$ cat src/sv/bfdc_pkg.sv
// shared types, constants and codes of the bottle fill dispense controller
package bfdc_pkg;

  // field widths
  localparam int unsigned WEIGHT_W   = 14;
  localparam int unsigned GRAMS_W    = 13;
  localparam int unsigned VOLUME_W   = 12;
  localparam int unsigned STEP_W     = 10;
  localparam int unsigned GRAM8_W    = 8;
  localparam int unsigned TOTAL_W    = 20;
  localparam int unsigned DAY_W      = 5;
  localparam int unsigned LEDBAR_W   = 10;
  localparam int unsigned LIT_MAX_W  = 5;

  // apb port
  localparam int unsigned APB_DATA_W = 32;
  localparam int unsigned APB_ADDR_W = 5;
  localparam int unsigned CFG_IDX_W  = 3;

  // default led count
  localparam int unsigned LED_COUNT_DEF = 10;

  // register reset values
  localparam logic [STEP_W-1:0]   VOLUME_STEP_RST        = 10'd50;
  localparam logic [VOLUME_W-1:0] VOLUME_MAX_RST         = 12'd1000;
  localparam logic [VOLUME_W-1:0] VOLUME_DEFAULT_RST     = 12'd50;
  localparam logic [GRAM8_W-1:0]  BOTTLE_PRESENT_MIN_RST = 8'd10;
  localparam logic [GRAM8_W-1:0]  LIGHT_BOTTLE_LIMIT_RST = 8'd30;
  localparam logic [GRAM8_W-1:0]  PLASTIC_ALLOWANCE_RST  = 8'd15;

  // register indexes
  localparam logic [CFG_IDX_W-1:0] CFG_VOLUME_STEP        = 3'd0;
  localparam logic [CFG_IDX_W-1:0] CFG_VOLUME_MAX         = 3'd1;
  localparam logic [CFG_IDX_W-1:0] CFG_VOLUME_DEFAULT     = 3'd2;
  localparam logic [CFG_IDX_W-1:0] CFG_BOTTLE_PRESENT_MIN = 3'd3;
  localparam logic [CFG_IDX_W-1:0] CFG_LIGHT_BOTTLE_LIMIT = 3'd4;
  localparam logic [CFG_IDX_W-1:0] CFG_PLASTIC_ALLOWANCE  = 3'd5;

  typedef enum logic [2:0] {
    FM_SELECT = 3'd0,
    FM_READY  = 3'd1,
    FM_POUR   = 3'd2,
    FM_PAUSE  = 3'd3,
    FM_FULL   = 3'd4
  } fill_mode_e;

  typedef enum logic [1:0] {
    NT_NONE         = 2'd0,
    NT_OVER_MAX     = 2'd1,
    NT_NO_BOTTLE    = 2'd2,
    NT_ALREADY_FULL = 2'd3
  } notice_e;

  typedef struct packed {
    logic [STEP_W-1:0]   volume_step;
    logic [VOLUME_W-1:0] volume_max;
    logic [VOLUME_W-1:0] volume_default;
    logic [GRAM8_W-1:0]  bottle_present_min;
    logic [GRAM8_W-1:0]  light_bottle_limit;
    logic [GRAM8_W-1:0]  plastic_allowance;
  } cfg_t;

  // request to the led bar divider
  typedef struct packed {
    logic                start;
    logic [GRAMS_W-1:0]  poured;
    logic [VOLUME_W-1:0] target;
  } div_req_t;

endpackage

$ cat src/sv/bfdc_if.sv
// stream interfaces for control pass items and their results
interface bfdc_in_if;
  logic              valid;
  logic              ready;
  logic              weight_valid;
  logic signed [13:0] weight;
  logic              start_press;
  logic              mode_press;
  logic              date_valid;
  logic [4:0]        day_of_month;

  modport source (
    output valid, weight_valid, weight, start_press, mode_press, date_valid, day_of_month,
    input  ready
  );
  modport sink (
    input  valid, weight_valid, weight, start_press, mode_press, date_valid, day_of_month,
    output ready
  );
endinterface

interface bfdc_out_if;
  logic        valid;
  logic        ready;
  logic [2:0]  mode;
  logic        pump_on;
  logic [9:0]  led_bar;
  logic [11:0] selected_volume;
  logic [11:0] target_amount;
  logic [12:0] poured_amount;
  logic [19:0] daily_total;
  logic [19:0] daily_total_shown;
  logic        display_mode;
  logic [1:0]  notice;

  modport source (
    output valid, mode, pump_on, led_bar, selected_volume, target_amount, poured_amount,
           daily_total, daily_total_shown, display_mode, notice,
    input  ready
  );
  modport sink (
    input  valid, mode, pump_on, led_bar, selected_volume, target_amount, poured_amount,
           daily_total, daily_total_shown, display_mode, notice,
    output ready
  );
endinterface

$ cat src/sv/bfdc_cfg_regs.sv
// apb configuration register file
module bfdc_cfg_regs (
  input  logic                                 clk_i,
  input  logic                                 rst_ni,
  input  logic                                 psel,
  input  logic                                 penable,
  input  logic                                 pwrite,
  input  logic [bfdc_pkg::APB_ADDR_W-1:0]      paddr,
  input  logic [bfdc_pkg::APB_DATA_W-1:0]      pwdata,
  output logic [bfdc_pkg::APB_DATA_W-1:0]      prdata,
  output logic                                 pready,
  output bfdc_pkg::cfg_t                       cfg_o
);
  import bfdc_pkg::*;

  cfg_t                 cfg_q, cfg_d;
  logic [CFG_IDX_W-1:0] idx;
  logic                 wr_en;

  assign idx    = paddr[APB_ADDR_W-1:2];
  assign wr_en  = psel & penable & pwrite;
  assign pready = 1'b1;
  assign cfg_o  = cfg_q;

  always_comb begin
    cfg_d = cfg_q;
    if (wr_en) begin
      case (idx)
        CFG_VOLUME_STEP:        cfg_d.volume_step        = pwdata[STEP_W-1:0];
        CFG_VOLUME_MAX:         cfg_d.volume_max         = pwdata[VOLUME_W-1:0];
        CFG_VOLUME_DEFAULT:     cfg_d.volume_default     = pwdata[VOLUME_W-1:0];
        CFG_BOTTLE_PRESENT_MIN: cfg_d.bottle_present_min = pwdata[GRAM8_W-1:0];
        CFG_LIGHT_BOTTLE_LIMIT: cfg_d.light_bottle_limit = pwdata[GRAM8_W-1:0];
        CFG_PLASTIC_ALLOWANCE:  cfg_d.plastic_allowance  = pwdata[GRAM8_W-1:0];
        default: ;
      endcase
    end
  end

  always_comb begin
    case (idx)
      CFG_VOLUME_STEP:        prdata = APB_DATA_W'(cfg_q.volume_step);
      CFG_VOLUME_MAX:         prdata = APB_DATA_W'(cfg_q.volume_max);
      CFG_VOLUME_DEFAULT:     prdata = APB_DATA_W'(cfg_q.volume_default);
      CFG_BOTTLE_PRESENT_MIN: prdata = APB_DATA_W'(cfg_q.bottle_present_min);
      CFG_LIGHT_BOTTLE_LIMIT: prdata = APB_DATA_W'(cfg_q.light_bottle_limit);
      CFG_PLASTIC_ALLOWANCE:  prdata = APB_DATA_W'(cfg_q.plastic_allowance);
      default:                prdata = '0;
    endcase
  end

  always_ff @(posedge clk_i or negedge rst_ni) begin
    if (!rst_ni) begin
      cfg_q.volume_step        <= VOLUME_STEP_RST;
      cfg_q.volume_max         <= VOLUME_MAX_RST;
      cfg_q.volume_default     <= VOLUME_DEFAULT_RST;
      cfg_q.bottle_present_min <= BOTTLE_PRESENT_MIN_RST;
      cfg_q.light_bottle_limit <= LIGHT_BOTTLE_LIMIT_RST;
      cfg_q.plastic_allowance  <= PLASTIC_ALLOWANCE_RST;
    end else begin
      cfg_q <= cfg_d;
    end
  end

endmodule

$ cat src/sv/bfdc_led_div.sv
// iterative divider for the progress bar: counts how many target steps fit
module bfdc_led_div #(
  parameter int unsigned LED_COUNT = bfdc_pkg::LED_COUNT_DEF
) (
  input  logic                             clk_i,
  input  logic                             rst_ni,
  input  bfdc_pkg::div_req_t               req_i,
  output logic                             done_o,
  output logic [$clog2(LED_COUNT+1)-1:0]   lit_o
);
  import bfdc_pkg::*;

  localparam int unsigned LIT_W = $clog2(LED_COUNT + 1);
  localparam int unsigned NUM_W = GRAMS_W + LIT_W;
  localparam int unsigned ACC_W = NUM_W + 1;

  logic                busy_q, busy_d;
  logic [NUM_W-1:0]    num_q, num_d;
  logic [ACC_W-1:0]    acc_q, acc_d;
  logic [VOLUME_W-1:0] den_q, den_d;
  logic [LIT_W-1:0]    cnt_q, cnt_d;
  logic                step;

  // one more led fits while k*target <= poured*LED_COUNT, capped at the led count
  assign step   = ({1'b0, num_q} >= acc_q) && (cnt_q < LIT_W'(LED_COUNT));
  assign done_o = busy_q & ~step;
  assign lit_o  = cnt_q;

  always_comb begin
    busy_d = busy_q;
    num_d  = num_q;
    acc_d  = acc_q;
    den_d  = den_q;
    cnt_d  = cnt_q;
    if (req_i.start) begin
      busy_d = 1'b1;
      num_d  = NUM_W'(req_i.poured * LED_COUNT);
      acc_d  = ACC_W'(req_i.target);
      den_d  = req_i.target;
      cnt_d  = '0;
    end else if (busy_q) begin
      if (step) begin
        cnt_d = cnt_q + 1'b1;
        acc_d = acc_q + ACC_W'(den_q);
      end else begin
        busy_d = 1'b0;
      end
    end
  end

  always_ff @(posedge clk_i or negedge rst_ni) begin
    if (!rst_ni) begin
      busy_q <= 1'b0;
      cnt_q  <= '0;
    end else begin
      busy_q <= busy_d;
      cnt_q  <= cnt_d;
    end
  end

  always_ff @(posedge clk_i) begin
    num_q <= num_d;
    acc_q <= acc_d;
    den_q <= den_d;
  end

endmodule

$ cat src/sv/bottle_fill_dispense_controller_core.sv
// bottle fill dispense controller: control pass sequencer, led divider and registers
// sequence: the item is latched in ST_IDLE, then ST_PASS, ST_POUR and ST_LED run in order,
//   ST_WAIT while the led divider runs, and ST_DONE loads the result register once it is free
// throughput: one item at a time, the next transfer is taken after the result is loaded
// reset: asynchronous active low, clears mode and totals, loads register defaults, no result pending
module bottle_fill_dispense_controller_core #(
  parameter int unsigned LED_COUNT = bfdc_pkg::LED_COUNT_DEF
) (
  input  logic                            clk_i,
  input  logic                            rst_ni,
  bfdc_in_if.sink                         in_i,
  bfdc_out_if.source                      out_o,
  input  logic                            psel,
  input  logic                            penable,
  input  logic                            pwrite,
  input  logic [bfdc_pkg::APB_ADDR_W-1:0] paddr,
  input  logic [bfdc_pkg::APB_DATA_W-1:0] pwdata,
  output logic [bfdc_pkg::APB_DATA_W-1:0] prdata,
  output logic                            pready
);
  import bfdc_pkg::*;

  localparam int unsigned LIT_W = $clog2(LED_COUNT + 1);

  // sequencer states
  typedef enum logic [5:0] {
    ST_IDLE = 6'b000001,
    ST_PASS = 6'b000010,
    ST_POUR = 6'b000100,
    ST_LED  = 6'b001000,
    ST_WAIT = 6'b010000,
    ST_DONE = 6'b100000
  } seq_state_e;

  // turn a led count into a bar pattern, bits above the count stay dark
  function automatic logic [LEDBAR_W-1:0] led_bar_of(input logic [LIT_MAX_W-1:0] lit);
    logic [LEDBAR_W-1:0] bar;
    for (int i = 0; i < LEDBAR_W; i++) begin
      bar[i] = (LIT_MAX_W'(i) < lit);
    end
    return bar;
  endfunction

  cfg_t                 cfg;
  div_req_t             div_req;
  logic                 div_done;
  logic [LIT_W-1:0]     div_lit;

  seq_state_e           state_q, state_d;

  // latched input item
  logic                 lat_wv_q, lat_wv_d;
  logic [WEIGHT_W-1:0]  lat_w_q, lat_w_d;
  logic                 lat_start_q, lat_start_d;
  logic                 lat_mode_q, lat_mode_d;
  logic                 lat_dv_q, lat_dv_d;
  logic [DAY_W-1:0]     lat_day_q, lat_day_d;

  // controller state
  fill_mode_e           fm_q, fm_d;
  logic [VOLUME_W-1:0]  chosen_q, chosen_d;
  logic [GRAMS_W-1:0]   last_weight_q, last_weight_d;
  logic [GRAMS_W-1:0]   start_weight_q, start_weight_d;
  logic [VOLUME_W-1:0]  target_q, target_d;
  logic [GRAMS_W-1:0]   poured_q, poured_d;
  logic [TOTAL_W-1:0]   day_total_q, day_total_d;
  logic [DAY_W-1:0]     last_day_q, last_day_d;
  logic                 page_q, page_d;
  logic                 pend_q, pend_d;
  logic [LEDBAR_W-1:0]  led_q, led_d;
  notice_e              notice_q, notice_d;

  // result register
  logic                 out_valid_q, out_valid_d;
  logic [2:0]           out_mode_q, out_mode_d;
  logic                 out_pump_q, out_pump_d;
  logic [LEDBAR_W-1:0]  out_led_q, out_led_d;
  logic [VOLUME_W-1:0]  out_sel_q, out_sel_d;
  logic [VOLUME_W-1:0]  out_tgt_q, out_tgt_d;
  logic [GRAMS_W-1:0]   out_poured_q, out_poured_d;
  logic [TOTAL_W-1:0]   out_total_q, out_total_d;
  logic [TOTAL_W-1:0]   out_shown_q, out_shown_d;
  logic                 out_page_q, out_page_d;
  logic [1:0]           out_notice_q, out_notice_d;

  bfdc_cfg_regs u_cfg_regs (
    .clk_i   (clk_i),
    .rst_ni  (rst_ni),
    .psel    (psel),
    .penable (penable),
    .pwrite  (pwrite),
    .paddr   (paddr),
    .pwdata  (pwdata),
    .prdata  (prdata),
    .pready  (pready),
    .cfg_o   (cfg)
  );

  bfdc_led_div #(
    .LED_COUNT (LED_COUNT)
  ) u_led_div (
    .clk_i  (clk_i),
    .rst_ni (rst_ni),
    .req_i  (div_req),
    .done_o (div_done),
    .lit_o  (div_lit)
  );

  // new item only when the sequencer is idle; a waiting result holds it in its last state
  assign in_i.ready = (state_q == ST_IDLE);

  assign out_o.valid             = out_valid_q;
  assign out_o.mode              = out_mode_q;
  assign out_o.pump_on           = out_pump_q;
  assign out_o.led_bar           = out_led_q;
  assign out_o.selected_volume   = out_sel_q;
  assign out_o.target_amount     = out_tgt_q;
  assign out_o.poured_amount     = out_poured_q;
  assign out_o.daily_total       = out_total_q;
  assign out_o.daily_total_shown = out_shown_q;
  assign out_o.display_mode      = out_page_q;
  assign out_o.notice            = out_notice_q;

  always_comb begin
    logic                mode_ev;
    logic                early;
    logic [GRAMS_W-1:0]  lw;
    logic [GRAMS_W-1:0]  plastic;
    logic [GRAMS_W-1:0]  existing;
    logic [VOLUME_W:0]   vol_sum;
    logic [GRAMS_W-1:0]  pour_v;
    logic [TOTAL_W:0]    sum_v;
    fill_mode_e          fm_v;

    state_d        = state_q;
    lat_wv_d       = lat_wv_q;
    lat_w_d        = lat_w_q;
    lat_start_d    = lat_start_q;
    lat_mode_d     = lat_mode_q;
    lat_dv_d       = lat_dv_q;
    lat_day_d      = lat_day_q;
    fm_d           = fm_q;
    chosen_d       = chosen_q;
    last_weight_d  = last_weight_q;
    start_weight_d = start_weight_q;
    target_d       = target_q;
    poured_d       = poured_q;
    day_total_d    = day_total_q;
    last_day_d     = last_day_q;
    page_d         = page_q;
    pend_d         = pend_q;
    led_d          = led_q;
    notice_d       = notice_q;

    out_valid_d    = out_valid_q;
    out_mode_d     = out_mode_q;
    out_pump_d     = out_pump_q;
    out_led_d      = out_led_q;
    out_sel_d      = out_sel_q;
    out_tgt_d      = out_tgt_q;
    out_poured_d   = out_poured_q;
    out_total_d    = out_total_q;
    out_shown_d    = out_shown_q;
    out_page_d     = out_page_q;
    out_notice_d   = out_notice_q;

    div_req.start  = 1'b0;
    div_req.poured = poured_q;
    div_req.target = target_q;

    // default decode of the latched item
    mode_ev  = lat_mode_q | pend_q;
    early    = 1'b0;
    lw       = lat_wv_q ? (lat_w_q[WEIGHT_W-1] ? '0 : lat_w_q[GRAMS_W-1:0]) : last_weight_q;
    // bottle tare: light bottles count fully as plastic
    plastic  = (lw < GRAMS_W'(cfg.light_bottle_limit)) ? lw
                                                        : GRAMS_W'(cfg.plastic_allowance);
    existing = (lw > plastic) ? (lw - plastic) : '0;
    vol_sum  = (VOLUME_W + 1)'(chosen_q) + (VOLUME_W + 1)'(cfg.volume_step);
    pour_v   = (last_weight_q > start_weight_q) ? (last_weight_q - start_weight_q) : '0;
    sum_v    = '0;
    fm_v     = fm_q;

    // the result register drains on its own transfer
    if (out_o.ready) begin
      out_valid_d = 1'b0;
    end

    case (state_q)
      ST_IDLE: begin
        if (in_i.valid) begin
          lat_wv_d    = in_i.weight_valid;
          lat_w_d     = in_i.weight;
          lat_start_d = in_i.start_press;
          lat_mode_d  = in_i.mode_press;
          lat_dv_d    = in_i.date_valid;
          lat_day_d   = in_i.day_of_month;
          state_d     = ST_PASS;
        end
      end

      // day change, scale reading, buttons
      ST_PASS: begin
        pend_d   = 1'b0;
        notice_d = NT_NONE;
        if (lat_dv_q && (lat_day_q != '0) && (lat_day_q != last_day_q)) begin
          day_total_d = '0;
          last_day_d  = lat_day_q;
        end
        last_weight_d = lw;
        if (lat_start_q) begin
          case (fm_q)
            FM_SELECT: begin
              // raise volume, wrap to default above max
              if (vol_sum > (VOLUME_W + 1)'(cfg.volume_max)) begin
                chosen_d = cfg.volume_default;
                notice_d = NT_OVER_MAX;
              end else begin
                chosen_d = vol_sum[VOLUME_W-1:0];
              end
            end
            FM_READY: begin
              if (lw < GRAMS_W'(cfg.bottle_present_min)) begin
                notice_d = NT_NO_BOTTLE;
              end else begin
                start_weight_d = lw;
                if (GRAMS_W'(chosen_q) <= existing) begin
                  // bottle already full: hold a mode press for the next pass
                  early    = 1'b1;
                  notice_d = NT_ALREADY_FULL;
                  pend_d   = mode_ev;
                end else begin
                  target_d = chosen_q - existing[VOLUME_W-1:0];
                  fm_v     = FM_POUR;
                end
              end
            end
            FM_POUR:  fm_v = FM_PAUSE;
            FM_PAUSE: fm_v = FM_POUR;
            default: ;
          endcase
        end
        if (early) begin
          state_d = ST_DONE;
        end else begin
          if (mode_ev) begin
            if (fm_v == FM_SELECT) begin
              fm_v = FM_READY;
            end else begin
              page_d = ~page_q;
            end
          end
          state_d = ST_POUR;
        end
        fm_d = fm_v;
      end

      // pour progress, completion and bottle removal
      ST_POUR: begin
        if (fm_q == FM_POUR) begin
          poured_d = pour_v;
          if (pour_v >= GRAMS_W'(target_q)) begin
            fm_v        = FM_FULL;
            sum_v       = (TOTAL_W + 1)'(day_total_q) + (TOTAL_W + 1)'(target_q);
            day_total_d = sum_v[TOTAL_W] ? '1 : sum_v[TOTAL_W-1:0];
            led_d       = led_bar_of(LIT_MAX_W'(LED_COUNT));
          end
        end
        if ((fm_v == FM_FULL) && (last_weight_q < GRAMS_W'(cfg.bottle_present_min))) begin
          poured_d       = '0;
          start_weight_d = '0;
          target_d       = '0;
          fm_v           = FM_SELECT;
          chosen_d       = cfg.volume_default;
          led_d          = '0;
        end
        fm_d    = fm_v;
        state_d = ST_LED;
      end

      // progress bar only while a fill is running with something poured
      ST_LED: begin
        if (((fm_q == FM_POUR) || (fm_q == FM_PAUSE)) && (poured_q != '0) &&
            (target_q != '0)) begin
          div_req.start = 1'b1;
          state_d       = ST_WAIT;
        end else begin
          state_d = ST_DONE;
        end
      end

      ST_WAIT: begin
        if (div_done) begin
          led_d   = led_bar_of(LIT_MAX_W'(div_lit));
          state_d = ST_DONE;
        end
      end

      // load the result register once it is free
      ST_DONE: begin
        if (!out_valid_q || out_o.ready) begin
          out_valid_d  = 1'b1;
          out_mode_d   = fm_q;
          out_pump_d   = (fm_q == FM_POUR);
          out_led_d    = led_q;
          out_sel_d    = chosen_q;
          out_tgt_d    = target_q;
          out_poured_d = poured_q;
          out_total_d  = day_total_q;
          out_page_d   = page_q;
          out_notice_d = notice_q;
          if ((fm_q == FM_POUR) || (fm_q == FM_PAUSE)) begin
            sum_v       = (TOTAL_W + 1)'(day_total_q) + (TOTAL_W + 1)'(poured_q);
            out_shown_d = sum_v[TOTAL_W] ? '1 : sum_v[TOTAL_W-1:0];
          end else begin
            out_shown_d = day_total_q;
          end
          state_d = ST_IDLE;
        end
      end

      default: state_d = ST_IDLE;
    endcase
  end

  always_ff @(posedge clk_i or negedge rst_ni) begin
    if (!rst_ni) begin
      state_q        <= ST_IDLE;
      fm_q           <= FM_SELECT;
      chosen_q       <= VOLUME_DEFAULT_RST;
      last_weight_q  <= '0;
      start_weight_q <= '0;
      target_q       <= '0;
      poured_q       <= '0;
      day_total_q    <= '0;
      last_day_q     <= '0;
      page_q         <= 1'b0;
      pend_q         <= 1'b0;
      led_q          <= '0;
      notice_q       <= NT_NONE;
      out_valid_q    <= 1'b0;
    end else begin
      state_q        <= state_d;
      fm_q           <= fm_d;
      chosen_q       <= chosen_d;
      last_weight_q  <= last_weight_d;
      start_weight_q <= start_weight_d;
      target_q       <= target_d;
      poured_q       <= poured_d;
      day_total_q    <= day_total_d;
      last_day_q     <= last_day_d;
      page_q         <= page_d;
      pend_q         <= pend_d;
      led_q          <= led_d;
      notice_q       <= notice_d;
      out_valid_q    <= out_valid_d;
    end
  end

  // payload registers
  always_ff @(posedge clk_i) begin
    lat_wv_q     <= lat_wv_d;
    lat_w_q      <= lat_w_d;
    lat_start_q  <= lat_start_d;
    lat_mode_q   <= lat_mode_d;
    lat_dv_q     <= lat_dv_d;
    lat_day_q    <= lat_day_d;
    out_mode_q   <= out_mode_d;
    out_pump_q   <= out_pump_d;
    out_led_q    <= out_led_d;
    out_sel_q    <= out_sel_d;
    out_tgt_q    <= out_tgt_d;
    out_poured_q <= out_poured_d;
    out_total_q  <= out_total_d;
    out_shown_q  <= out_shown_d;
    out_page_q   <= out_page_d;
    out_notice_q <= out_notice_d;
  end

endmodule

$ cat src/flat_wrapper.sv
// flat-port wrapper written by rule: the top's interface ports become plain ports
module bottle_fill_dispense_controller_core_flat import bfdc_pkg::*;
#(
  parameter int unsigned LED_COUNT = bfdc_pkg::LED_COUNT_DEF
)
  (clk_i, rst_ni, psel, penable, pwrite, paddr, pwdata, prdata, pready, in_i_valid, in_i_weight_valid, in_i_weight, in_i_start_press, in_i_mode_press, in_i_date_valid, in_i_day_of_month, in_i_ready, out_o_valid, out_o_mode, out_o_pump_on, out_o_led_bar, out_o_selected_volume, out_o_target_amount, out_o_poured_amount, out_o_daily_total, out_o_daily_total_shown, out_o_display_mode, out_o_notice, out_o_ready);
  bfdc_in_if in_i_i ();
  bfdc_out_if out_o_i ();
  input  logic clk_i;
  input  logic rst_ni;
  input  logic psel;
  input  logic penable;
  input  logic pwrite;
  input  logic [bfdc_pkg::APB_ADDR_W-1:0] paddr;
  input  logic [bfdc_pkg::APB_DATA_W-1:0] pwdata;
  output logic [bfdc_pkg::APB_DATA_W-1:0] prdata;
  output logic pready;
  input wire logic [$bits(in_i_i.valid)-1:0] in_i_valid;
  input wire logic [$bits(in_i_i.weight_valid)-1:0] in_i_weight_valid;
  input wire logic [$bits(in_i_i.weight)-1:0] in_i_weight;
  input wire logic [$bits(in_i_i.start_press)-1:0] in_i_start_press;
  input wire logic [$bits(in_i_i.mode_press)-1:0] in_i_mode_press;
  input wire logic [$bits(in_i_i.date_valid)-1:0] in_i_date_valid;
  input wire logic [$bits(in_i_i.day_of_month)-1:0] in_i_day_of_month;
  output wire logic [$bits(in_i_i.ready)-1:0] in_i_ready;
  output wire logic [$bits(out_o_i.valid)-1:0] out_o_valid;
  output wire logic [$bits(out_o_i.mode)-1:0] out_o_mode;
  output wire logic [$bits(out_o_i.pump_on)-1:0] out_o_pump_on;
  output wire logic [$bits(out_o_i.led_bar)-1:0] out_o_led_bar;
  output wire logic [$bits(out_o_i.selected_volume)-1:0] out_o_selected_volume;
  output wire logic [$bits(out_o_i.target_amount)-1:0] out_o_target_amount;
  output wire logic [$bits(out_o_i.poured_amount)-1:0] out_o_poured_amount;
  output wire logic [$bits(out_o_i.daily_total)-1:0] out_o_daily_total;
  output wire logic [$bits(out_o_i.daily_total_shown)-1:0] out_o_daily_total_shown;
  output wire logic [$bits(out_o_i.display_mode)-1:0] out_o_display_mode;
  output wire logic [$bits(out_o_i.notice)-1:0] out_o_notice;
  input wire logic [$bits(out_o_i.ready)-1:0] out_o_ready;
  assign in_i_i.valid = in_i_valid;
  assign in_i_i.weight_valid = in_i_weight_valid;
  assign in_i_i.weight = in_i_weight;
  assign in_i_i.start_press = in_i_start_press;
  assign in_i_i.mode_press = in_i_mode_press;
  assign in_i_i.date_valid = in_i_date_valid;
  assign in_i_i.day_of_month = in_i_day_of_month;
  assign in_i_ready = in_i_i.ready;
  assign out_o_valid = out_o_i.valid;
  assign out_o_mode = out_o_i.mode;
  assign out_o_pump_on = out_o_i.pump_on;
  assign out_o_led_bar = out_o_i.led_bar;
  assign out_o_selected_volume = out_o_i.selected_volume;
  assign out_o_target_amount = out_o_i.target_amount;
  assign out_o_poured_amount = out_o_i.poured_amount;
  assign out_o_daily_total = out_o_i.daily_total;
  assign out_o_daily_total_shown = out_o_i.daily_total_shown;
  assign out_o_display_mode = out_o_i.display_mode;
  assign out_o_notice = out_o_i.notice;
  assign out_o_i.ready = out_o_ready;
  bottle_fill_dispense_controller_core #(.LED_COUNT(LED_COUNT)) u_core (.clk_i(clk_i), .rst_ni(rst_ni), .in_i(in_i_i), .out_o(out_o_i), .psel(psel), .penable(penable), .pwrite(pwrite), .paddr(paddr), .pwdata(pwdata), .prdata(prdata), .pready(pready));
endmodule
$ cat config.mk
export PLATFORM = sky130hd
export DESIGN_NAME = bottle_fill_dispense_controller_core_flat
export DESIGN_NICKNAME = d
export VERILOG_FILES = /design/src/sv/bfdc_pkg.sv /design/src/sv/bfdc_if.sv /design/src/sv/bfdc_cfg_regs.sv /design/src/sv/bfdc_led_div.sv /design/src/sv/bottle_fill_dispense_controller_core.sv /design/src/flat_wrapper.sv
export SDC_FILE = /design/constraint.sdc
export NUM_CORES = 1
export LEC_CHECK = 0
export ABC_CLOCK_PERIOD_IN_PS = 16660
export BUFFER_PORTS_ARGS = -buffer_cell sky130_fd_sc_hd__buf_2
export CAP_MARGIN = 15
export CELL_PAD_IN_SITES_DETAIL_PLACEMENT = 1
export CELL_PAD_IN_SITES_GLOBAL_PLACEMENT = 2
export CORE_MARGIN = 1.5
export CORE_UTILIZATION = 25
export CTS_BUF_LIST = sky130_fd_sc_hd__clkbuf_16
export CTS_CLUSTER_SIZE = 20
export DETAILED_ROUTE_END_ITERATION = 8
export PLACE_DENSITY_LB_ADDON = 0.1
export SETUP_SLACK_MARGIN = 0.02
export SLEW_MARGIN = 0
export SYNTH_ARGS = -nofsm -noshare
export SYNTH_HDL_FRONTEND = slang
export SYNTH_HIERARCHICAL = 1
export SYNTH_SLANG_ARGS = --single-unit
$ cat constraint.sdc
create_clock -name clk_i -period 16.66 [get_ports clk_i]
set_input_delay 3.332 -clock clk_i [delete_from_list [all_inputs] [get_ports clk_i]]
set_output_delay 3.332 -clock clk_i [all_outputs]
set_load 0.005 [all_outputs]
# Word level (Yosys, flattened, before mapping)
# Cells that the tools add are included.
# totals
regBits	338
latch_bits	0
ram_bits	0
mem_bits_ro	0
input_bits	67
output_inout_bits	129
mem_count	0
# op_classes
addsub	8
n_mul	1
div_mod_pow	0
n_lt_le_gt_ge	20
eq_ne	30
n_shift	0
muxes	83
bitwise_logic	8
reduce_logical	39
# op_table
cell	count
$mux W12	12
$mux W13	11
$mux W20	6
$pmux W12 S6	1
$pmux W12 S2	2
$mux W10	4
$pmux W20 S2	1
$lt A13 B8 Y1	3
$pmux W6 S6	1
$mux W3	11
$mux W6	5
$gt A13 B13 Y1	2
$pmux W13 S2	1
$sub A13 B13 Y13	2
$reduce_and A2 Y1	12
$add A20 B12 Y21	1
$add A20 B13 Y21	1
$pmux W10 S2	1
$add A18 B12 Y18	1
$ge A17 B18 Y1	1
$mux W1	18
$lt A3 B4 Y1 const A	4
$mul A13 B3 Y16 const B	1
$reduce_and A4 Y1	4
other kinds (42)	83

# Longest topological paths before layout
# Gate-level depths: netlist (run 1).
# logic_depth
depth_word	17
mapped_depth	31
mapped_depth_nobuf	29

# By module
# The synthesis (run 1) kept the hierarchy.
# modules_own_cells
module	n_inst	cells_per_inst	area_each_um2	seq_area_each_um2
bottle_fill_dispense_controller_core	1	1346	13734.4	6321.1
bfdc_led_div	1	320	3507.1	1446.4
bfdc_cfg_regs	1	220	2934.1	1478.9

# Worst setup path after synthesis (run 1)
# OpenSTA, ideal clock, no wires.
# synth_path
path_kind	in2reg
startpoint	input port out_o_ready
endpoint	register u_core.out_total_q[0], in the netlist u_core/out_o.daily_total[0], enable pin
t_arrival_ns	7.639
required_time_ns	16.103
setup_slack_ns	8.463
path_stages	2
n_path_buf	0
path_cell_list	nand2b_1 -> nor2b_1
# synth_via
elab_chain_cells	2
# synth_lines
element	line	source
from (decl)	flat_wrapper.sv:37	input wire logic [$bits(out_o_i.ready)-1:0] out_o_ready;
$logic_or A1 B1 Y1	bottle_fill_dispense_controller_core.sv:301	if (!out_valid_q || out_o.ready) begin
$reduce_and A2 Y1 (no line)	-	
to (signal assigned)	bottle_fill_dispense_controller_core.sv:374	out_total_q <= out_total_d;
to (decl)	bottle_fill_dispense_controller_core.sv:81	logic [TOTAL_W-1:0] out_total_q, out_total_d;
# Every way passes these cells.
# A chain may end at the register's enable or synchronous reset.

# Final worst setup path (run 1)
# layout_path
startpoint	input port paddr[3] in the netlist's numbering
endpoint	output port prdata[7] in the netlist's numbering
# layout_via
elab_chain_cells	2
elab_cells_between_ends	7
# layout_lines
element	line	source
from (decl)	flat_wrapper.sv:14	input logic [bfdc_pkg::APB_ADDR_W-1:0] paddr;
$eq A3 B3 Y1 (tied with other cells)	bfdc_cfg_regs.sv:41	case (idx)
$pmux W12 S6 *	bfdc_cfg_regs.sv:41	
to (decl)	flat_wrapper.sv:16	output logic [bfdc_pkg::APB_DATA_W-1:0] prdata;
# Every way passes the cells marked *; elsewhere a longest branch is shown, timed or not.

==> results of run 1 <==
-- final timing paths --
path                                                to  slack (ps)       startpoint
setup / recovery                             prdata[7]        8470         paddr[3]
hold / removal                 u_core/out_o.led_bar[2]         450  u_core/led_q[2]
setup reg to reg                   u_core/target_q[10]        8770  u_core/lat_wv_q
hold reg to reg                u_core/out_o.led_bar[2]         450  u_core/led_q[2]
max in group asynchronous       u_core/day_total_q[10]       12610           rst_ni
min in group asynchronous  u_core/u_cfg_regs/cfg_o[35]        2760           rst_ni
-- metrics by stage --
step                      total power, mW  instances  setup WS [ps]
after floorplan                      2.53       1905           8460
after global placement               3.18       3058           8430
after detailed placement             3.21       3058           8460
after CTS                            4.25       3141           8450
after global routing                 4.52       3142           8270
final                                4.16       3142           8470
-- registers in the layout, summed over array words and instances (netlist names), 10 cells and up --
signal and count:
u_core/day_total_q 20, u_core/out_o.daily_total_shown 20, u_core/u_led_div/num_q 16, u_core/out_o.led_bar 10, u_core/out_o.daily_total 20, u_core/u_led_div/acc_q 18
u_core/out_o.poured_amount 13, u_core/u_cfg_regs/cfg_o 58, u_core/out_o.selected_volume 12, u_core/lat_w_q 14, u_core/out_o.target_amount 12, u_core/chosen_q 12
u_core/poured_q 13, u_core/u_led_div/den_q 12, u_core/led_q 10, u_core/start_weight_q 13, u_core/target_q 12, u_core/last_weight_q 13
-- power groups by stage --
stage / Clock (mW) / Combinational, mW / Sequential [mW]
floorplan: 0 / 1.43 / 1.11
global placement: 0 / 1.97 / 1.20
detailed placement: 0 / 2.01 / 1.21
CTS: 1.04 / 2.02 / 1.19
global route: 1.07 / 2.25 / 1.20
finish: 0.993 / 1.98 / 1.18
-- placed cells by master (no fill, tap or decap), types with 13 or more instances in the layout --
cell,instances
o21ai_0,111
buf_2,151
a211oi_1,14
xnor2_1,45
mux2i_1,29
conb_1,21
nor4_1,14
ha_1,164
buf_4,26
mux2_2,75
edfxtp_1,157
mux2_4,17
dfstp_2,26
a31oi_1,30
nand3_1,29
a21o_1,37
nand2_1,176
dfrtp_1,149
clkbuf_16,47
xor2_1,35
nor2b_1,25
nand2b_1,31
a21oi_1,103
o31ai_1,24
nor3_1,24
o21a_1,21
inv_1,126
and2_1,13
nor2_1,111
nand4_1,16
-- cell type report --
class | count | area share
well taps | 1050 | 0.0556
clock inverters | 36 | 0.0140
repair buffers | 179 | 0.0413
multi-input cells | 1377 | 0.430
clock buffers | 47 | 0.0497
flip-flops and latches | 338 | 0.391
inverters | 115 | 0.0183
-- metal layers --
metal / routed length (µm) / up-vias / track usage
li1: - / 7251 / -
met3: 2280 / 71 / 0.0237
met2: 30100 / 208 / 0.258
met1: 31700 / 7390 / 0.219
met4: 1190 / 0 / 0.0368
met5: 0 / - / 0
-- worst register-to-register path, delay by kind of cell (launching register included) --
| kind | cells | cell delay, ps |
|---|---|---|
| AOI/OAI and AO/OA | 15 | 3350 |
| xor gates and xnor gates | 1 | 170 |
| muxes | 1 | 280 |
| buffers and inverters | 2 | 280 |
| DFF | 1 | 700 |
| and+or+nand+nor | 7 | 1780 |
| adders and majority gates | 4 | 1210 |
-- cells by family after synthesis --
logic type / share of synthesized area
AOI/OAI and AO/OA: 0.157
xor gates and xnor gates: 0.0347
adders and majority gates: 0.110
buffers and inverters: 0.0426
DFF: 0.458
muxes: 0.0695
other: 0.000372
and+or+nand+nor: 0.128
==> metrics.md, run 1 <==
| Metric | Value |
|---|---|
| Status | completed |
| Clock Tree Root | clkbuf_16 |
| Starting density of the core | 0.254 |
| First-pass DRT Iterations | 4 |
| Placed inst area | 0.0221 mm² |
| # port buffers | 152 |
| Clk pwr share | 0.239 |
| Seq pwr share | 0.285 |
| Site row count | 103 |
| Vias in the first global route | 15600 |
| Reg2reg path depth | 30 |
| Final Cycle Share | 0.492 |
| Yosys top cell area share | 0.234 |
| EDFF count, synth | 157 |
| Cell variety after synth | 99 |
| Critical path class | primary input to output port |
| Design Area, Final | 0.0236 mm² |
| Slew Limit Fails | 0 |
| Final WL | 65200 µm |
| Startpoint Class | primary input |
| Final setup violation count | 0 |
| Register area share after synthesis | 0.458 |
| Crit-path max FO | 22 |
| # fillers | 8942 |
| Top_reg_cell synth | edfxtp_1 |
| Post-DRT Antenna Nets | 0 |
| Final #Nets | 2295 |
| Most frequent cell after synthesis | nand2_1 |
| TritonCTS buffer count | 45 |
| Residual DRC | 0 |
| Die height | 287 µm |
| Combinational Power Share | 0.477 |
| First-pass GRT wire length | 98800 µm |
| N_diodes | 0 |
| Flop and latch count out of synthesis | 338 |
| LEAKAGE | 10.1 nW |
| Cell Chain, Critical Path | buf_2 > nor2b_1 > a221oi_1 > a31oi_1 > buf_2 |
| Leading area contributor after synthesis | edfxtp_1 |
| DP HPWL | 48800 µm |
| Power Density | 176 mW/mm² |
| Initial antenna violation count | 2 |
| Total track usage | 0.158 |
| Ports | 196 |
| Hold Buf Count CTS | 0 |
| Global placer's final weighted congestion | 0.784 |
| Slowest CP cell | nor2b_1 |
| Vias/cell | 4.75 |
| Synth Warn # | 6 |
| Worst Max-Slew Pin Slew | 1000 ps |
| CTS clk-pin slew, worst paths | 60 ps |
| PostCTS Resize Cnt | 0 |
| Cells after Synth | 1886 |
| Final core occ | 0.298 |
| TritonCTS clock tree | built |
| H-tree depth | 2 |
| Min-Delay Path Class | flop to flop |
| Hold WS | 449 ps |
| Post-CTS setup buffers | 0 |
| Total internal power | 2.39 mW |
| Critical Path RT | 13330 ps |
| Clock Skew | 14.7 ps |
| Fin. Hold Viols | 0 |
| Worst path bufs/invs | 2 |
| Crit path DAT | 4860 ps |
| Total grt overflow | 0 |
| Max-slew headroom | 0.332 |
| TNS Setup | 0 ps |
| Core area | 0.0794 mm² |
| Max clock buf depth | 3 |
| Crit path max-delay family | simple AND/OR/NAND/NOR gates |
| Synth cell count leaders | nand2_1 (176), ha_1 (164), edfxtp_1 (157) |
| DR WL/cell | 20.8 µm |
| Die area | 0.0824 mm² |
| Worst-case vdd ir drop | 0.0000803 V |
| Crit end category | output port |
| Most common cell on crit path | buf_2 |
| Storage cell area | 0.00925 mm² |
| TritonCTS Sinks | 338 |
| Switching share of power | 0.425 |
| Switch Pwr | 1.77 mW |
| Critical Path Max Stage Delay | 630 ps |
| Via count | 14900 |
| Ys async rst share | 0.518 |
| Largest net degree at the start of global routing | 70 |
| Clk Latency, worst-skew pair | 580 ps |
| Fmax | 0.122 GHz |
| 1st-iter DRT viols | 552 |
| Unrepaired setup endpoints after global routing | no |
| Crit. path cell count | 5 |
| Synthesis-to-layout area growth | 17.2% |
| Mapped cell area | 0.0202 mm² |
| Layout cells sized above 1 | 0.200 |
| Die Width | 287 µm |
| Total of max-cap violations | 0 |
| Area occupied by multi-input gates | 0.0102 mm² |
| WHS Path Cells | 0 |
| Min Tclk post-route | 8190 ps |
| Syn avg cell area | 10.7 µm² |
| Largest cells by area after synthesis | edfxtp_1 (23%), dfrtp_1 (18%), ha_1 (10%) |
(Power assumes the default switching activity.)
==> run 2: changes to the inputs <==
--- a/config.mk
+++ b/config.mk
@@ -5,7 +5,7 @@
 export SDC_FILE = /design/constraint.sdc
 export NUM_CORES = 1
 export LEC_CHECK = 0
-export ABC_CLOCK_PERIOD_IN_PS = 16660
+export ABC_CLOCK_PERIOD_IN_PS = 8230
 export BUFFER_PORTS_ARGS = -buffer_cell sky130_fd_sc_hd__buf_2
 export CAP_MARGIN = 15
 export CELL_PAD_IN_SITES_DETAIL_PLACEMENT = 1
==> constraint.sdc (replaced) <==
create_clock -name clk_i -period 8.23 [get_ports clk_i]
set_input_delay 1.646 -clock clk_i [delete_from_list [all_inputs] [get_ports clk_i]]
set_output_delay 1.646 -clock clk_i [all_outputs]
set_load 0.005 [all_outputs]
==> run 2 against run 1 <==
Against the previous run: final area rose by 0.32%; critical path depth rose by 22; die area unchanged; hold slack improved by 2.2 ps; via count increased by 0.34%; global-route usage increased by 0.068 points; combinational power rose by 100%; worst setup slack worse by 7600 ps; cell count rose by 0.22%; sequential share of layout area fell by 0.13 points; routed wire length rose by 0.25%; largest cell class unchanged.
==> metrics.md, run 2 (same netlist as run 1, synthesis figures left out) <==
| Metric | Value |
|---|---|
| Via count | 15000 (+0.34%) |
| Layout cells sized above 1 | 0.204 (+0.00420) |
| Synthesis-to-layout area growth | 17.6% |
| PostCTS Resize Cnt | 0 (unchanged) |
| Fmax | 0.135 GHz |
| Power Density | 358 mW/mm² (+100%) |
| Clk Latency, worst-skew pair | 590 ps (about the same) |
| Total track usage | 0.159 (+0.000676) |
| Slowest CP cell | edfxtp_1 |
| Min Tclk post-route | 7400 ps |
| Crit end category | flop |
| Commonest non-fill, non-tap cell in the layout | nand2_1 |
| Worst path bufs/invs | 0 (-2) |
| Critical path class | flop to flop |
| Global placer's final weighted congestion | 0.796 (+1.5%) |
| H-tree depth | 2 (unchanged) |
| 1st-iter DRT viols | 593 (+7.4%) |
| Worst-case vdd ir drop | 0.000212 V (+160%) |
| Reg2reg path depth | 27 (-10%) |
| Final WL | 65400 µm (+0.25%) |
| Reg2reg setup slack | 830 ps (-7940 ps) |
| First-pass DRT Iterations | 4 (unchanged) |
| Hold Path End | u_core/out_o.led_bar[2] |
| Vias in the first global route | 15600 (+0.096%) |
| Placed Cells | 3064 (+0.20%) |
| DP Worst Slack | 766 ps (-7690 ps) |
| Area occupied by multi-input gates | 0.0102 mm² (unchanged) |
| Fin. Hold Viols | 0 (unchanged) |
| Clock Tree Root | clkbuf_16 |
| WHS Path Cells | 0 (unchanged) |
| Max clock buf depth | 3 (unchanged) |
| Total grt overflow | 0 (unchanged) |
| DP HPWL | 49100 µm (+0.73%) |
| Critical R2R Launch | u_core/lat_wv_q |
| Final setup violation count | 0 (unchanged) |
| Initial antenna violation count | 2 (unchanged) |
| Hold Buf Count CTS | 0 (unchanged) |
| Startpoint Class | flop |
| Total of max-cap violations | 0 (unchanged) |
| Clock Skew | 23.6 ps (+8.96 ps) |
| Crit path DAT | 7870 ps (+3010 ps) |
| Critical Path Max Stage Delay | 690 ps (+60 ps) |
| Storage cell area | 0.00925 mm² (unchanged) |
| Non-filler cells, final | 3149 (+0.22%) |
| First-pass GRT wire length | 99500 µm (+0.70%) |
| DR WL/cell | 20.8 µm (about the same) |
| Crit path max-delay family | compound AO/OA/AOI/OAI gates |
| Max-slew headroom | 0.275 (-0.0572) |
| Die area | 0.0824 mm² (unchanged) |
| Design Area, Final | 0.0237 mm² (+0.32%) |
| CTS clk-pin slew, worst paths | 60 ps (about the same) |
| Placed inst area | 0.0222 mm² (+0.20%) |
| TritonCTS buffer count | 45 (unchanged) |
| Status | completed |
| Most common cell on crit path | ha_1 |
| Min-Delay Path Class | flop to flop |
| Hold WS | 451 ps (+2.19 ps) |
| Slew Limit Fails | 0 (unchanged) |
| LEAKAGE | 10.1 nW (+0.21%) |
| Worst Min Path Start | u_core/led_q[2] |
| Vias/cell | 4.75 (+0.11%) |
| # fillers | 8941 (-0.011%) |
| Worst Max-Slew Pin Slew | 1080 ps (+79.8 ps) |
| Reg2Reg Capture Point | u_core/target_q[11] |
| Final worst slack | 830 ps (-7640 ps) |
| Starting density of the core | 0.254 (unchanged) |
| Die Width | 287 µm (unchanged) |
| Final Cycle Share | 0.899 |
| TritonCTS Sinks | 338 (unchanged) |
| Largest net degree at the start of global routing | 70 (unchanged) |
| Commonest cells after routing, fill and taps aside | nand2_1 (176), ha_1 (164), edfxtp_1 (157), buf_2 (151), dfrtp_1 (149) |
| Final core occ | 0.299 (+0.000962) |
| Die height | 287 µm (unchanged) |
| Unrepaired setup endpoints after global routing | no |
| Max FFs per register | 58 (unchanged) |
| TritonCTS clock tree | built |
| Core area | 0.0794 mm² (unchanged) |
| # port buffers | 152 (unchanged) |
| Residual DRC | 0 (unchanged) |
| Post-DRT Antenna Nets | 0 (unchanged) |
| Ports | 196 (unchanged) |
| Total power | 8.50 mW (+100%) |
| TNS Setup | 0 ps (unchanged) |
| Final #Nets | 2300 (+0.22%) |
| Site row count | 103 (unchanged) |
| Critical Path RT | 8700 ps (-4630 ps) |
| Post-CTS setup buffers | 0 (unchanged) |
| Crit-path max FO | 15 (-32%) |
run 2: how the worst max path moves through the flow:
stage / startpoint / endpoint / slack, ps / depth (start not counted)
2_1_floorplan: u_core/lat_wv_q / u_core/target_q[10] / 1650 / 28
3_3_place_gp: u_core/lat_wv_q / u_core/target_q[4] / 800 / 27
3_5_place_dp: u_core/lat_wv_q / u_core/target_q[4] / 770 / 27
4_1_cts: u_core/lat_wv_q / u_core/target_q[10] / 710 / 27
5_1_grt: u_core/lat_wv_q / u_core/target_q[11] / 80 / 27
6_report: u_core/lat_wv_q / u_core/target_q[11] / 830 / 27
run 2: cell type report:
cell class / instances / area share
Timing Repair Buffer: 184 / 0.0426
Clock inverter: 37 / 0.0157
Clock buffer: 47 / 0.0496
Sequential cell: 338 / 0.390
Tap cell: 1050 / 0.0554
Inverter: 115 / 0.0182
Antenna cell: 1 / 0.000105
Multi-Input combinational cell: 1377 / 0.429
run 2: where the power goes:
group	switching, mW	total, mW	internal [mW]	leakage [nW]
registers	0.327	2.39	2.06	3.71
logic	2.46	4.05	1.59	5.62
clock network	0.811	2.07	1.25	0.776
run 2: layer usage:
layer / share of wire / up-vias / track usage
met5: 0.00012 / - / 0
met4: 0.026 / 2 / 0.0445
met3: 0.026 / 85 / 0.0211
met2: 0.46 / 198 / 0.257
met1: 0.49 / 7425 / 0.221
li1: - / 7260 / -
run 2: worst register-to-register path: stages (launching register included):
cell       delay [ps]
edfxtp_1          690
and2b_4           360
nand2_1            70
o21ai_0           140
ha_1              290
a21boi_0          120
o21a_1            170
o21ai_0           130
a211oi_1          140
nor4_4            310
mux2i_1           410
ha_1              310
nor2b_1           140
o31ai_1           380
a2111oi_0         230
o21a_1            240
or2_2             320
a21o_1            320
nand2_1           210
ha_1              270
nor2b_1           150
o31a_1            280
nor4_1            390
o211ai_1          180
o211a_1           210
a21oi_2           560
a21oi_1           160
o41ai_1            90
==> run 3: changes to the inputs <==
--- a/config.mk
+++ b/config.mk
@@ -15,7 +15,8 @@
 export CTS_BUF_LIST = sky130_fd_sc_hd__clkbuf_16
 export CTS_CLUSTER_SIZE = 20
 export DETAILED_ROUTE_END_ITERATION = 8
-export PLACE_DENSITY_LB_ADDON = 0.1
+export PLACE_DENSITY = 0.54
+export REMOVE_ABC_BUFFERS = 1
 export SETUP_SLACK_MARGIN = 0.02
 export SLEW_MARGIN = 0
 export SYNTH_ARGS = -nofsm -noshare
==> run 3 against run 2 <==
Against the previous run: final area decreased by 0.76%; combinational power hardly changed; fmax up 6.1%; global-route usage shrank 0.15 points; register-to-register slack improved by 430 ps; first-iteration DRC count grew 18%; hold slack worse by 4.0 ps; clock power is 10% lower; highest routed layer unchanged.
==> metrics.md, run 3 (same netlist as run 1, synthesis figures left out) <==
| Metric | Value |
|---|---|
| Status | completed |
| Initial antenna violation count | 2 (unchanged) |
| LEAKAGE | 10.0 nW (-0.70%) |
| Max-slew headroom | 0.362 (+0.0874) |
| DP HPWL | 48400 µm (-1.5%) |
| Max FFs per register | 58 (unchanged) |
| Critical Path Max Stage Delay | 550 ps (-140 ps) |
| Crit end category | flop |
| Die height | 287 µm (unchanged) |
| Combinational Power Share | 0.486 (+0.010) |
| Crit path DAT | 7480 ps (-390 ps) |
| Largest net degree at the start of global routing | 82 (+17%) |
| Min-Delay Path Class | flop to flop |
| Startpoint Class | flop |
| Total grt overflow | 0 (unchanged) |
| Final setup violation count | 0 (unchanged) |
| First-pass GRT wire length | 98900 µm (-0.60%) |
| Placed inst area | 0.0222 mm² (about the same) |
| Seq pwr share | 0.290 (+0.009) |
| N_diodes | 0 (-1) |
| Core area | 0.0794 mm² (unchanged) |
| Fin. Hold Viols | 0 (unchanged) |
| TNS Setup | 0 ps (unchanged) |
| Clk Latency, worst-skew pair | 590 ps (about the same) |
| Die Width | 287 µm (unchanged) |
| Slew Limit Fails | 0 (unchanged) |
| TritonCTS Sinks | 338 (unchanged) |
| Post-CTS setup buffers | 0 (unchanged) |
| First-pass DRT Iterations | 5 (+1) |
| Critical R2R Launch | u_core/lat_w_q[13] |
| Crit-path max FO | 14 (-1) |
| Switch Pwr | 3.56 mW (-1.3%) |
| Slowest CP cell | a21oi_2 |
| Residual DRC | 0 (unchanged) |
| Clk pwr share | 0.225 (-0.018) |
| Power Density | 351 mW/mm² (-2.0%) |
| Post-DRT Antenna Nets | 0 (unchanged) |
| TritonCTS clock tree | built |
| Die area | 0.0824 mm² (unchanged) |
| TritonCTS buffer count | 44 (-2.2%) |
| Critical Path RT | 8740 ps (+40 ps) |
| Starting density of the core | 0.254 (unchanged) |
| Final Cycle Share | 0.847 (-0.0518) |
| Final #Nets | 2297 (-0.13%) |
| PostCTS Resize Cnt | 0 (unchanged) |
| # fillers | 8980 (+0.44%) |
| # port buffers | 152 (unchanged) |
| 1st-iter DRT viols | 697 (+18%) |
| Worst Max-Slew Pin Slew | 957 ps (-125 ps) |
| Commonest non-fill, non-tap cell in the layout | nand2_1 |
| Critical path class | flop to flop |
| Vias/cell | 4.76 (about the same) |
| Global placer's final weighted congestion | 0.801 (+0.67%) |
| Layout cells sized above 1 | 0.202 (-0.00238) |
| Crit path max-delay family | compound AO/OA/AOI/OAI gates |
| H-tree depth | 2 (unchanged) |
| Ports | 196 (unchanged) |
| Final WL | 64700 µm (-1.1%) |
| Total of max-cap violations | 0 (unchanged) |
| Fmax | 0.143 GHz (+6.1%) |
| Min Tclk post-route | 6970 ps (-426 ps) |
| Vias in the first global route | 15800 (+1.1%) |
| CTS clk-pin slew, worst paths | 60 ps (about the same) |
| Worst Min Path Start | u_core/led_q[7] |
| Design Area, Final | 0.0235 mm² (-0.76%) |
| DR WL/cell | 20.6 µm (-0.91%) |
| Crit. Startpoint | u_core/lat_w_q[13] |
| Site row count | 103 (unchanged) |
| Worst-case vdd ir drop | 0.000156 V (-26%) |
| Hold Buf Count CTS | 0 (unchanged) |
| Clock Skew | 26.4 ps (+2.79 ps) |
| Synthesis-to-layout area growth | 16.7% |
| Total track usage | 0.157 (-0.00154) |
| Via count | 15000 (-0.094%) |
| Worst path bufs/invs | 0 (unchanged) |
| Switching share of power | 0.430 (+0.00638) |
| Clock Tree Root | clkbuf_16 |
| Commonest cells after routing, fill and taps aside | nand2_1 (176), ha_1 (164), edfxtp_1 (157), buf_2 (151), dfrtp_1 (149) |
| Unrepaired setup endpoints after global routing | no |
| Max clock buf depth | 3 (unchanged) |
| Total internal power | 4.71 mW (-3.8%) |
run 3: path summary, 6_finish.rpt:
kind / to / slack (ps) / depth (start not counted)
worst max-delay path: u_core/target_q[4] / 1260 / 27
worst min-delay path: u_core/out_o.led_bar[7] / 450 / 0
worst max register to register: u_core/target_q[4] / 1260 / 27
worst min register to register: u_core/out_o.led_bar[7] / 450 / 0
max in group asynchronous: u_core/led_q[7] / 5910 / 2
min in group asynchronous: u_core/last_weight_q[5] / 1100 / 1
run 3: through the flow:
stage / hold slack, ps / utilization / cells / power [mW] / setup WS, ps
after detailed placement: 439 / 0.279 / 3062 / 6.51 / 1150
after CTS: 448 / 0.297 / 3143 / 8.44 / 1130
after floorplan: 425 / - / 1830 / 5.08 / 1650
final: 447 / 0.297 / 3143 / 8.27 / 1260
after global placement: 437 / 0.279 / 3062 / 6.43 / 1190
after global routing: 453 / 0.297 / 3143 / 8.97 / 417
run 3: routing by layer:
| metal | vias to the layer above | part of all wire | global-route usage |
|---|---|---|---|
| met5 | - | 0.00011 | 0 |
| met4 | 2 | 0.021 | 0.0413 |
| met3 | 81 | 0.031 | 0.0204 |
| met2 | 218 | 0.47 | 0.263 |
| met1 | 7432 | 0.47 | 0.213 |
| li1 | 7223 | - | - |
run 3: area by class of cell:
type                       instances  area, µm²  area share
multi-input combinational       1377      10200       0.432
clock inverter                    35        228     0.00967
clock buffer                      46       1150      0.0489
timing repair buffer             182        995      0.0422
tap                             1050       1310      0.0558
sequential                       338       9250       0.393
inverter                         115        432      0.0183
run 3: power groups by stage:
stage          Sequential (mW)  Clock [mW]  Combinational [mW]
5_1_grt                   2.44        1.99                4.54
4_1_cts                   2.41        1.94                4.09
6_report                  2.39        1.86                4.02
3_5_place_dp              2.44           0                4.07
3_3_place_gp              2.43           0                4.00
2_1_floorplan             2.24           0                2.84
